## src/hdl/gps_fix_filter_bearing_unit_defines.svh

```systemverilog
// Assertion macros shared by the bearing unit RTL.
`ifndef GPS_FIX_FILTER_BEARING_UNIT_DEFINES_SVH
`define GPS_FIX_FILTER_BEARING_UNIT_DEFINES_SVH
`ifndef SYNTHESIS
`define GFB_ASSERT_IMP(lbl, clk, rst_n, ante, cons, msg) \
	lbl: assert property (@(posedge clk) disable iff (!rst_n) (ante) |-> (cons)) \
	else $error(msg);
`define GFB_ASSERT_NXT(lbl, clk, rst_n, ante, cons, msg) \
	lbl: assert property (@(posedge clk) disable iff (!rst_n) (ante) |=> (cons)) \
	else $error(msg);
`else
`define GFB_ASSERT_IMP(lbl, clk, rst_n, ante, cons, msg)
`define GFB_ASSERT_NXT(lbl, clk, rst_n, ante, cons, msg)
`endif
`endif

```

## src/hdl/gfb_pkg.sv

```systemverilog
// Shared types, constants and the CORDIC arctangent table.
package gfb_pkg;
	localparam logic [31:0] BAM_DIV = 32'd3600000000;
	localparam logic [31:0] BAM_HALF = 32'd1800000000;
	// floor(2^64 / BAM_DIV)
	localparam logic [32:0] BAM_RECIP = 33'd5124095576;
	localparam logic signed [33:0] KGAIN = 34'sd652032874;

	typedef enum logic [2:0] {
		OP_NONE, OP_CONV, OP_SINCOS, OP_PROD, OP_VEC, OP_SCALE
	} op_t;

	typedef struct packed {
		logic start;
		op_t  op;
		logic [1:0] sel;
	} cmd_t;

	typedef struct packed {
		logic done;
	} sts_t;

	function automatic logic [31:0] atan_bam(input logic [4:0] i);
		logic [31:0] r;
		unique case (i)
			5'd0: r = 32'd536870912; 5'd1: r = 32'd316933406;
			5'd2: r = 32'd167458907; 5'd3: r = 32'd85004756;
			5'd4: r = 32'd42667331; 5'd5: r = 32'd21354465;
			5'd6: r = 32'd10679838; 5'd7: r = 32'd5340245;
			5'd8: r = 32'd2670163; 5'd9: r = 32'd1335087;
			5'd10: r = 32'd667544; 5'd11: r = 32'd333772;
			5'd12: r = 32'd166886; 5'd13: r = 32'd83443;
			5'd14: r = 32'd41722; 5'd15: r = 32'd20861;
			5'd16: r = 32'd10430; 5'd17: r = 32'd5215;
			5'd18: r = 32'd2608; 5'd19: r = 32'd1304;
			5'd20: r = 32'd652; 5'd21: r = 32'd326;
			5'd22: r = 32'd163; 5'd23: r = 32'd81;
			5'd24: r = 32'd41; 5'd25: r = 32'd20;
			5'd26: r = 32'd10; 5'd27: r = 32'd5;
			5'd28: r = 32'd3; 5'd29: r = 32'd1;
			5'd30: r = 32'd1; default: r = 32'd0;
		endcase
		return r;
	endfunction
endpackage

```

## src/hdl/gfb_ctrl.sv

```systemverilog
// Sequencer for the bearing computation.
`include "gps_fix_filter_bearing_unit_defines.svh"
module gfb_ctrl (
	input  logic          clk,
	input  logic          arst_n,
	input  logic          go,
	output logic          fin,
	output gfb_pkg::cmd_t cmd,
	input  gfb_pkg::sts_t sts
);
	localparam logic [3:0] S_IDLE = 4'd0, S_CONV = 4'd1, S_SC = 4'd2, S_PROD = 4'd3,
		S_PX = 4'd4, S_PXF = 4'd5, S_VEC = 4'd6, S_FIN = 4'd7, S_DONE = 4'd8;

	logic [3:0] st_q;
	logic [1:0] idx_q;
	logic       started_q;

	assign fin = (st_q == S_DONE);

	always_comb begin
		cmd.start = !started_q && st_q != S_IDLE && st_q != S_DONE;
		cmd.sel   = idx_q;
		unique case (st_q)
			S_CONV:  cmd.op = gfb_pkg::OP_CONV;
			S_SC:    cmd.op = gfb_pkg::OP_SINCOS;
			S_PROD:  cmd.op = gfb_pkg::OP_PROD;
			S_PX:    cmd.op = gfb_pkg::OP_SCALE;
			S_PXF:   cmd.op = gfb_pkg::OP_NONE;
			S_VEC:   cmd.op = gfb_pkg::OP_VEC;
			S_FIN:   cmd.op = gfb_pkg::OP_NONE;
			default: cmd.op = gfb_pkg::OP_NONE;
		endcase
	end

	always_ff @(posedge clk or negedge arst_n) begin
		if (!arst_n) begin
			st_q      <= S_IDLE;
			idx_q     <= '0;
			started_q <= 1'b0;
		end else begin
			if (cmd.start) started_q <= 1'b1;
			unique case (st_q)
				S_IDLE: if (go) begin st_q <= S_CONV; idx_q <= '0; end
				S_CONV: if (sts.done) begin
					started_q <= 1'b0;
					idx_q <= idx_q + 2'd1;
					if (idx_q == 2'd3) begin st_q <= S_SC; idx_q <= '0; end
				end
				S_SC: if (sts.done) begin
					started_q <= 1'b0;
					idx_q <= idx_q + 2'd1;
					if (idx_q == 2'd2) st_q <= S_PROD;
				end
				S_PROD:  if (sts.done) begin started_q <= 1'b0; st_q <= S_PX;  end
				S_PX:    if (sts.done) begin started_q <= 1'b0; st_q <= S_PXF; end
				S_PXF:   if (sts.done) begin started_q <= 1'b0; st_q <= S_VEC; end
				S_VEC:   if (sts.done) begin started_q <= 1'b0; st_q <= S_FIN; end
				S_FIN:   if (sts.done) begin started_q <= 1'b0; st_q <= S_DONE; end
				S_DONE:  st_q <= S_IDLE;
				default: st_q <= S_IDLE;
			endcase
		end
	end

	`GFB_ASSERT_NXT(a_fin_pulse, clk, arst_n, fin, st_q == S_IDLE, "fin not single")
	`GFB_ASSERT_IMP(a_start_once, clk, arst_n, cmd.start, !started_q, "double start")
	`GFB_ASSERT_IMP(a_state_legal, clk, arst_n, 1'b1, st_q <= S_DONE, "illegal state")
endmodule

```

## config.mk

```make
export PLATFORM = sky130hd
export DESIGN_NAME = gfb_ctrl
export DESIGN_NICKNAME = d
export VERILOG_FILES = /design/src/hdl/gfb_pkg.sv /design/src/hdl/gfb_ctrl.sv
export VERILOG_INCLUDE_DIRS = /design/src /design/src/hdl
export SDC_FILE = /design/constraint.sdc
export NUM_CORES = 1
export LEC_CHECK = 0
export BUFFER_PORTS_ARGS = -buffer_cell sky130_fd_sc_hd__buf_2
export CAP_MARGIN = 20
export CORE_AREA = 2 2 39 41
export CTS_BUF_LIST = sky130_fd_sc_hd__clkbuf_4
export CTS_CLUSTER_DIAMETER = 30
export DETAILED_ROUTE_END_ITERATION = 8
export DIE_AREA = 0 0 41 43
export MAX_ROUTING_LAYER = met4
export SYNTH_ARGS = -nofsm -noshare
export SYNTH_HDL_FRONTEND = slang
export SYNTH_SLANG_ARGS = --single-unit
```

## constraint.sdc

```tcl
create_clock -name clk -period 1.3 [get_ports clk]
set_input_delay 0.065 -clock clk [delete_from_list [all_inputs] [get_ports clk]]
set_output_delay 0.065 -clock clk [all_outputs]
set_load 0.02 [all_outputs]
```

## Word level (Yosys, flattened, before mapping)

Index checks and enable logic that the tools add are counted.

- $add $sub $neg: 1
- Multipliers: 0
- Div/mod/pow operators: 0
- Order comparisons: 0
- Equality and inequality tests: 21
- Shifts and indexed selects: 0
- Multiplexer cells: 20
- Bitwise gates (word level): 0
- Reduce and logical (&&, ||, !) cells: 9

Operators by type and width:

| operator | count |
|---|---|
| two-way mux 4 bit | 10 |
| one-hot mux 4 bit (8 select lines) | 1 |
| inequality test 2 bit, second input constant | 10 |
| == test 4 x 3 -> 1 bit, second input constant | 4 |
| one-hot mux 3 bit (5 select lines) | 1 |
| AND reduction 10 bit | 1 |
| == test 4 x 2 -> 1 bit, second input constant | 2 |
| two-way mux 2 bit | 4 |
| OR reduction 7 bit | 1 |
| one-hot mux 2 bit (3 select lines) | 1 |
| == test 2 bit, second input constant | 2 |
| == test 4 x 1 -> 1 bit, second input constant | 1 |
| == test 4 bit, second input constant | 1 |
| zero test 4 bit | 1 |
| inequality test 4 bit, second input constant | 1 |
| AND reduction 4 bit | 1 |
| nonzero test 4 bit | 1 |
| two-way mux 1 bit | 3 |
| nonzero test 3 bit | 1 |
| adder 2 x 1 -> 2 bit, second input constant | 1 |
| logical AND 1 bit | 2 |
| zero test 1 bit | 1 |

- Bits in registers: 7
- Latch bits: 0
- Bits in writable memories: 0
- Memory bits (read-only): 0
- Input bits: 4
- Output and inout port bits: 7
- Logic and storage cells: 54
- Memories kept: 0

## Logic depth before layout (Yosys ltp)

Gate-level depths: netlist of the first run.

- Word-level depth: 6
- Gate-level depth with buffers: 6
- Gate-level depth less buffers: 6

## Worst setup path after synthesis of the first run

Ideal clock, no wire load.

- Path kind: reg-to-reg
- From: register idx_q[0]
- To: register st_q[0]
- Library setup time: 0.099 ns
- Data arrival time: 1.228 ns
- Required time: 1.201 ns
- Setup slack: -0.028 ns
- Stages on the path, launching flop included: 5
- Path buffers: 0
- Clock period less this slack: 1.328 ns
- Path through: dfrtp_1 ha_1 nor3b_2 o21bai_2 a311oi_1

- Cells in the longest elaborated chain, start to end: 3
- Elaborated cells on any way between the ends: 5
- Classes of those cells: 4 x eq/ne; 1 x reduce/logical

Ends and longest elaborated chain:

| what | RTL line | source |
|---|---|---|
| start: declaration | gfb_ctrl.sv:15 | `logic [1:0] idx_q;` |
| start signal: assignment | gfb_ctrl.sv:46 | `idx_q <= idx_q + 2'd1;` |
| start signal: assignment | gfb_ctrl.sv:51 | `idx_q <= idx_q + 2'd1;` |
| == test 2 bit (on tied branches) | gfb_ctrl.sv:52, gfb_ctrl.sv:47 |  |
| inequality test 2 bit (no line) | n/a |  |
| AND reduction 10 bit (no line) (*) | n/a |  |
| end signal: assignment | gfb_ctrl.sv:52 | `if (idx_q == 2'd2) st_q <= S_PROD;` |
| end signal: assignment | gfb_ctrl.sv:54 | `S_PROD: if (sts.done) begin started_q <= 1'b0; st_q <= S_PX; end` |
| end signal: assignment | gfb_ctrl.sv:55 | `S_PX: if (sts.done) begin started_q <= 1'b0; st_q <= S_PXF; end` |
| end: declaration | gfb_ctrl.sv:14 | `logic [3:0] st_q;` |

Mark *: on every way between the ends. The rest lies on a longest branch, timed or not.
A chain may end at the register's enable or synchronous reset.

## Worst setup path in the final report of the first run

- From: register st_q[1]
- To: register idx_q[1]

- Cells in the longest elaborated chain, start to end: 3
- Elaborated cells on any way between the ends: 9
- Classes of those cells: 5 x eq/ne; 1 x mux; 3 x reduce/logical

Ends and longest elaborated chain:

| what | RTL line | source |
|---|---|---|
| start signal: assignment | gfb_ctrl.sv:37 | `st_q <= S_IDLE;` |
| start signal: assignment | gfb_ctrl.sv:43 | `S_IDLE: if (go) begin st_q <= S_CONV; idx_q <= '0; end` |
| start signal: assignment | gfb_ctrl.sv:47 | `if (idx_q == 2'd3) begin st_q <= S_SC; idx_q <= '0; end` |
| == test 4 x 1 -> 1 bit, or another cell as far along | gfb_ctrl.sv:42 | `unique case (st_q)` |
| inequality test 2 bit (no line) / nonzero test 3 bit (equally long branches) | n/a |  |
| AND reduction 4 bit (no line) | n/a |  |

Parallel ways exist; a longest one is shown, timed or not.

==> metrics.txt, run 1 <==
vias in the first global route 452; Power Dens Cells ~2600 mW/mm2; crit path launch type flip-flop; Syn Area/Cell 9.432 um2; EDFF count, synth 0; CTS Buf Count 3; Post-Synth Simple-Gate Area 24.49%; global-route wire length before repair about 1.9 mm; H-Tree Depth 1; DRC 0; WL/cell approximately 12 um; failing checks negative setup slack; worst reg2reg path depth 5; share of cells above drive strength 1 62.96%; Initial DRC Count 9; Max VDD drop between 1000 and 1500 uV; GPL Wtd Cong 0.7903; DP HPWL 790.9 um; Worst Setup SP st_q[1]$_DFFE_PN0P_; register area share after synthesis ~36%; CTS Root Cell clkbuf_4; hold_sp sts; max cap viols 0; Crit. End Element flip-flop; port bufs 10; dominant combinational cell family by area after synthesis simple AND/OR/NAND/NOR gates; XOR/XNOR Fraction of Synth Area 3.571%; Synth Instances 52; mux cell area share after synthesis 8.418%; logic gate share of total power between 60 and 70%; Overflow after GRT 0; Final Hold Vio Count 0; met3 Use GR under 10%; Async SR Flop Fraction 100.0%; compound-gate portion of the synthesized area roughly 14%; Die W between 40 and 50 um; Req. time, crit path 1.44 ns; io pins 11; Initial Util 35.44%; switching part of the total power 40.29%; worst-margin pin slew 0.2239 ns; cell-internal power 1.217 mW; Fin Setup TNS -0.1475 ns; Total Nets Final 88; FF+latch count, synth 7; cell count of the worst hold path 2; maximum clock rate ~730 MHz; Chip Height 43 um; YS warnings 0; Main synth FF type dfrtp_1; # diodes 0; M1 GR Usage 21.52%; TritonRoute pass-1 iters 2; post-synthesis net count 58; clk sink count 7; sequential share of power about 22%; status finished with violations; RSZ-0062 raised after global routing true; dpl ws -0.04713 ns; Hold WC Path Type input port to flip-flop; max_slew headroom between 80% and 90%; clock-pin slew on the worst setup and hold paths 0.05 ns; Clk Latency, worst-skew pair approximately 0.25 ns; busiest grt layer met2; Unique masters post-synth 29; Worst Clk Skew 0.001187 ns; CTS tree built; Post-Synth Adder-Cell Area 5.102%; routed vias 474; Worst Path Max Fanout 4; Mapped Area 490.5 um2; Syn-to-layout area delta 60.71%; final WL 1.172 mm; worst setup margin -0.06262 ns; Final ANT Viol Nets 0; initial antenna violation count 0; critical path type flip-flop to flip-flop; Clock Power Share 10.9%; RR Startpoint st_q[1]$_DFFE_PN0P_; met2 Resource Use GR a little under a quarter; Max Transition Viols Final 0; largest net degree at the start of global routing 9; DR vias/cell just under 5; Sw Pwr 0.8212 mW; static leakage 0.3818 nW; part of the cycle the worst path needs 104.8%; Die Area roughly 0.0018 mm2; gr usage total 16.72%; Final Critical Period 1.363 ns; Rows 14; CP arrival 1.50 ns; clk buf depth 2; Core ar. 0.001384 mm2; Final setup viols 4
[cell usage in the layout, fill, tap and decap left out, types with 2 or more instances in the layout]
| cell | n |
|---|---|
| buf_4 | 18 |
| nor2_1 | 8 |
| dfrtp_2 | 5 |
| buf_2 | 5 |
| buf_6 | 5 |
| clkbuf_4 | 4 |
| mux2i_1 | 3 |
| and2_4 | 2 |
| inv_1 | 2 |
| nor3b_2 | 2 |
| a21oi_1 | 2 |
| dfrtp_1 | 2 |
[metal layers]
| layer | wire (um) | vias to the layer above | part of all wire [%] |
|---|---|---|---|
| met5 | 0 | - | 0 |
| li1 | - | 235 | - |
| met2 | 618 | 7 | 53 |
| met3 | 31 | 4 | 2.6 |
| met1 | 493 | 228 | 42 |
| met4 | 28 | 0 | 2.4 |
[through the flow]
stage                     std cells  util [%]  cell area (um2)  total power, mW  hold slack (ns)
after global placement           86     45.39            628.1            1.465         -0.08715
after global routing             97     56.96            788.3            2.181          0.05150
after floorplan                  52         -            499.2            1.121          -0.2306
final                            97     56.96            788.3            2.038          0.05734
after detailed placement         86     45.39            628.1            1.475         -0.08912
after CTS                        95     52.98            733.2            1.875          0.05099
[Yosys cell counts, drive strengths merged (2+ instances only)]
cell type	count	area [um2]
nor2	9	33.78
dfrtp	7	175.2
buf	3	27.52
inv	3	11.26
mux2i	3	30.03
a21oi	2	10.01
and2	2	12.51
ha	2	25.02
nand2b	2	12.51
nor3	2	15.01
nor3b	2	25.02
o211ai	2	20.02
o21ai	2	10.00
[critical path, cell delays in order (launching register included)]
cell and delay (ns):
dfrtp_2 0.44, buf_4 0.16, buf_4 0.14, xnor2_2 0.17, nor4_2 0.07, mux2_4 0.26
[path summary, 6_finish.rpt]
kind / slack, ns / endpoint
setup / recovery: -0.06 / idx_q[1]$_DFFE_PN0P_
max in group asynchronous: 0.94 / st_q[0]$_DFFE_PN0P_
hold / removal: 0.06 / st_q[0]$_DFFE_PN0P_
min in group asynchronous: 0.18 / idx_q[1]$_DFFE_PN0P_
setup reg to reg: -0.06 / idx_q[1]$_DFFE_PN0P_
hold reg to reg: 0.57 / idx_q[1]$_DFFE_PN0P_
[power by group through the flow]
| stage | Clock [mW] | Sequential [mW] | Combinational [mW] |
|---|---|---|---|
| 6_report | 0.222 | 0.457 | 1.36 |
| 5_1_grt | 0.241 | 0.473 | 1.47 |
| 4_1_cts | 0.230 | 0.454 | 1.19 |
| 3_5_place_dp | 0 | 0.451 | 1.02 |
| 3_3_place_gp | 0 | 0.447 | 1.02 |
| 2_1_floorplan | 0 | 0.423 | 0.698 |
[logic make-up (layout without fill, tap and decap cells)]
group / Yosys count / in the layout
and+or+nand+nor: 21 / 21
muxes: 4 / 4
DFF: 7 / 7
xor gates and xnor gates: 2 / 2
adders and majority gates: 2 / 2
buffers and inverters: 7 / 36
AOI/OAI and AO/OA: 9 / 9
[area by class of cell]
cell class	instances	area [um2]
repair buffers	29	226.5
clock buffers	4	30.03
well taps	16	20.02
inverters	3	11.26
flip-flops and latches	7	181.4
fillers	121	595.6
multi-input cells	38	319.1
[flip-flops by register name (all words and copies together) (netlist names)]
register   count
started_q      1
idx_q          2
st_q           4
[repair_timing]
action	4_1_cts	5_1_grt
resized for setup	13	9
pin swaps	5	6
hold endpoints to repair	7	0
hold buffers	1	0
endpoints found under the setup margin	6	8
buffers inserted	4	2
Note: power is estimated with default switching activity, not from simulation.
==> run 2: changes to the inputs <==
--- a/config.mk
+++ b/config.mk
@@ -14,6 +14,7 @@
 export DETAILED_ROUTE_END_ITERATION = 8
 export DIE_AREA = 0 0 41 43
 export MAX_ROUTING_LAYER = met4
+export RECOVER_POWER = 50
 export SYNTH_ARGS = -nofsm -noshare
 export SYNTH_HDL_FRONTEND = slang
 export SYNTH_SLANG_ARGS = --single-unit
==> constraint.sdc (replaced) <==
create_clock -name clk -period 1.75 [get_ports clk]
set_input_delay 0.0875 -clock clk [delete_from_list [all_inputs] [get_ports clk]]
set_output_delay 0.0875 -clock clk [all_outputs]
set_load 0.02 [all_outputs]
==> metrics.txt, run 2 (synthesized netlist as in run 1, its figures left out) <==
status finished, final reports clean; CP bufs+invs 2; largest net degree at the start of global routing 15; Critical Path Max Stage Delay 0.52 ns; share of cells above drive strength 1 about 28%; critical path type flip-flop to primary output; gr usage total 13.25%; Final ANT Viol Nets 0; largest register by flop count st_q; Worst Path Max Fanout 12; cell area after layout 573.1 um2; Final Critical Period 1.572 ns; clock-pin slew on the worst setup and hold paths 0.05 ns; global-route wire length before repair 1.407 mm; worst setup margin between 0.15 and 0.2 ns; static leakage 0.2732 nW; Tot Pwr 1.066 mW; maximum clock rate 636.1 MHz; crit path launch type flip-flop; delay-heaviest family, CP flip-flops; port bufs 10; CTS Root Cell clkbuf_4; CTS Buf Count 3; final WL 885 um; Die Area 0.001763 mm2; max FFs per register 4; Die W 41 um; Core ar. 0.001384 mm2; Final setup viols 0; worst hold margin 0.09320 ns; Crit. End Element primary output; placed cell areas 536.8 um2; part of the cycle the worst path needs 89.83%; most frequent cells in the layout 9 x nor2_1, 7 x dfrtp_1, 7 x buf_2; dpl ws 0.2678 ns; fin cells 80; WL/cell 11.06 um; Chip Height 43 um; io pins 11; Final Hold Vio Count 0; Total Nets Final 71; CP arrival 1.48 ns; Power Dens Cells roughly 1900 mW/mm2; max cap viols 0; DP HPWL 644.3 um; max_slew headroom between 70% and 80%; Syn-to-layout area delta 16.84%; crit-path cells nor3_2 > buf_4 > and2_1 > buf_2; Rows 14; worst-margin pin slew 0.4383 ns; clk sink count 7; Max VDD drop 631.7 uV; most common cell after layout, fill and taps aside nor2_1; Req. time, crit path 1.66 ns; clk buf depth 2; TritonRoute pass-1 iters 2; DRC 0; Fill cells 144; postcts setup bufs 0; Largest regs st_q (4), idx_q (2), started_q (1); Cells after DPL 75; Hold WC Path Type input port to flip-flop; Max Transition Viols Final 0; Clk Latency, worst-skew pair 0.26 ns; initial antenna violation count 0; routed vias 394; reg-to-reg slack, setup 0.26 ns; fin util 41.41%; CTS tree built; # diodes 0; RSZ-0062 raised after global routing false; H-Tree Depth 1; Initial DRC Count 4; Initial Util 35.44%; GPL Wtd Cong 0.7231; vias in the first global route 314; Fin Setup TNS 0 ns; slowest stage cell, crit path dfrtp_1; Overflow after GRT 0; DR vias/cell 4.925; Worst Clk Skew ~0.0045 ns
==> run 2: area by class of cell <==
type	instances	area, um2	share of cell area [%]
sequential	7	175.2	30.57
timing repair buffer	12	63.81	11.14
multi-input combinational	38	272.8	47.60
inverter	3	11.26	1.965
clock buffer	4	30.03	5.240
tap	16	20.02	3.493
==> run 2: power breakdown <==
| part | leakage (nW) | total, mW | internal, mW | switching, mW |
|---|---|---|---|---|
| logic | 0.167 | 0.533 | 0.253 | 0.280 |
| clock network | 0.0184 | 0.165 | 0.103 | 0.0625 |
| registers | 0.0882 | 0.368 | 0.228 | 0.140 |
| total | 0.273 | 1.07 | 0.584 | 0.483 |
==> run 2: timing repair <==
action / in CTS / in global routing
gates resized for setup: 0 / 0
hold buffers: 1 / 0
hold endpoints to repair: 7 / 0
==> run 2: routing by layer <==
metal,vias to the layer above,global-route usage [%],wire length [um]
met1,181,19.67,432
met2,9,12.81,388
met4,0,14.00,34
met5,-,-,0
met3,4,3.141,30
li1,200,-,-
==> run 2: final timing paths <==
check | start | end | depth (start not counted)
worst max-delay path | st_q[1]$_DFFE_PN0P_ | fin | 4
worst min-delay path | sts | st_q[0]$_DFFE_PN0P_ | 2
worst max register to register | st_q[1]$_DFFE_PN0P_ | st_q[0]$_DFFE_PN0P_ | 4
worst min register to register | idx_q[1]$_DFFE_PN0P_ | idx_q[1]$_DFFE_PN0P_ | 1
max in group asynchronous | arst_n | st_q[0]$_DFFE_PN0P_ | 2
min in group asynchronous | arst_n | idx_q[1]$_DFFE_PN0P_ | 2
==> run 3: changes to the inputs <==
--- a/config.mk
+++ b/config.mk
@@ -8,12 +8,15 @@
 export LEC_CHECK = 0
 export BUFFER_PORTS_ARGS = -buffer_cell sky130_fd_sc_hd__buf_2
 export CAP_MARGIN = 20
+export CELL_PAD_IN_SITES_DETAIL_PLACEMENT = 0
+export CELL_PAD_IN_SITES_GLOBAL_PLACEMENT = 1
 export CORE_AREA = 2 2 39 41
 export CTS_BUF_LIST = sky130_fd_sc_hd__clkbuf_4
 export CTS_CLUSTER_DIAMETER = 30
 export DETAILED_ROUTE_END_ITERATION = 8
 export DIE_AREA = 0 0 41 43
 export MAX_ROUTING_LAYER = met4
+export PLACE_DENSITY_LB_ADDON = 0.1
 export RECOVER_POWER = 50
 export SYNTH_ARGS = -nofsm -noshare
 export SYNTH_HDL_FRONTEND = slang
==> metrics.txt, run 3 (synthesized netlist as in run 1, its figures left out) <==
Initial DRC Count 5; Clock Power Share 15.6%; Final Hold Vio Count 0; clock-pin slew on the worst setup and hold paths 0.05 ns; largest net degree at the start of global routing 15; max cap viols 0; CTS Buf Count 3; max_slew headroom a little under three quarters; Clk Latency, worst-skew pair 0.26 ns; Core ar. 0.001384 mm2; gr usage total 14.49%; Power Dens Cells 1874 mW/mm2; Worst Path Max Fanout 14; DRC 0; part of the cycle the worst path needs roughly nine tenths; Syn-to-layout area delta 17.60%; cell-internal power 0.5878 mW; Chip Height 43 um; Initial Util 35.44%; postcts setup bufs 0; Fill cells 148; port bufs 10; Total Nets Final between 70 and 80; critical path type flip-flop to primary output; share of cells above drive strength 1 between 20% and 30%; Largest regs st_q (4), idx_q (2), started_q (1); Die W 41 um; Die Area 0.001763 mm2; logic gate share of total power 51.4%; Hold WC Path Type input port to flip-flop; # diodes 0; final WL 932 um; Overflow after GRT 0; clk buf depth 2; CTS Root Cell clkbuf_4; worst-margin pin slew 0.4265 ns; Worst Setup SP st_q[0]$_DFFE_PN0P_; static leakage roughly 0.27 nW; most common cell after layout, fill and taps aside nor2_1; placed cell areas 544.3 um2; WL/cell between 10 and 15 um; cell count of the worst hold path 2; crit path launch type flip-flop; Final setup viols 0; global-route wire length before repair between 1.5 and 2 mm; hold_sp sts; Sw Pwr a little under 0.5 mW; Fin Setup TNS 0 ns; GPL Wtd Cong 0.7344; Req. time, crit path approximately 1.7 ns; CP arrival approximately 1.5 ns; DP HPWL 670.7 um; Final Critical Period 1.559 ns; initial antenna violation count 0; maximum clock rate 641.4 MHz; Max VDD drop about 800 uV; clk sink count 7; switching part of the total power a little under half; Final ANT Viol Nets 0; largest register by flop count st_q; H-Tree Depth 1; vias in the first global route 347; routed vias around 390; max FFs per register 4; RR Startpoint st_q[0]$_DFFE_PN0P_; Worst Clk Skew approximately 0.0045 ns; DR vias/cell 4.802; status finished, final reports clean; worst reg2reg path depth 4; Max Transition Viols Final 0; TritonRoute pass-1 iters 2; Crit. End Element primary output; Rows 14; RSZ-0062 raised after global routing false; cell area after layout ~580 um2; most frequent cells in the layout 9 x nor2_1, 7 x dfrtp_1, 7 x buf_2; CTS tree built; io pins 11; sequential share of power 33.0%
[run 3: cell count changes in the layout (fill, tap and decap cells not counted)]
cell,previous run,this run
clkbuf_1,3,4
[run 3: repair_timing]
action,in CTS,in global routing
hold buffers,1,0
hold endpoints to repair,7,0
resized for setup,0,0
[run 3: cell type report]
| type | count | area (um2) | area share, % |
|---|---|---|---|
| multi-input combinational | 38 | 272.8 | 47.29 |
| sequential | 7 | 175.2 | 30.37 |
| timing repair buffer | 13 | 67.56 | 11.71 |
| clock buffer | 4 | 30.03 | 5.206 |
| tap | 16 | 20.02 | 3.471 |
| inverter | 3 | 11.26 | 1.952 |
[run 3: power by group through the flow]
stage               Combinational (mW)  Sequential (mW)  Clock (mW)
floorplan                        0.510            0.302           0
global placement                 0.571            0.363           0
detailed placement               0.571            0.357           0
CTS                              0.575            0.355       0.181
global route                     0.618            0.374       0.187
finish                           0.555            0.356       0.169
[run 3: metal layers]
metal / share of wire, % / vias to the layer above / GRT usage, %
met5: 0 / - / -
met4: 0.86 / 0 / 6.000
met3: 6.0 / 2 / 7.853
met2: 43 / 9 / 16.56
met1: 50 / 176 / 20.66
li1: - / 202 / -
[run 3: worst max-delay path: stages (launching register included)]
cell	delay (ns)
dfrtp_1	0.53
nor3_2	0.27
buf_4	0.16
and2_1	0.11
buf_2	0.15
[run 3: through the flow]
step	setup WS, ns	power, mW	util (%)	instances	hold WS (ns)
2_1_floorplan	0.4222	0.8119	-	52	-0.2081
3_3_place_gp	0.2797	0.9339	39.33	76	-0.06002
3_5_place_dp	0.2871	0.9285	39.33	76	-0.06720
4_1_cts	0.1634	1.110	42.22	81	0.06785
5_1_grt	0.06580	1.179	41.68	81	0.08031
6_report	0.1910	1.081	41.68	81	0.08173
[run 3: path summary, 6_finish.rpt]
| kind | endpoint | slack [ns] |
|---|---|---|
| max | fin | 0.19 |
| min reg2reg | idx_q[1]$_DFFE_PN0P_ | 0.58 |
| min in group asynchronous | started_q$_DFF_PN0_ | 0.26 |
| max in group asynchronous | idx_q[0]$_DFFE_PN0P_ | 1.20 |
| max reg2reg | idx_q[1]$_DFFE_PN0P_ | 0.29 |
| min | st_q[0]$_DFFE_PN0P_ | 0.08 |
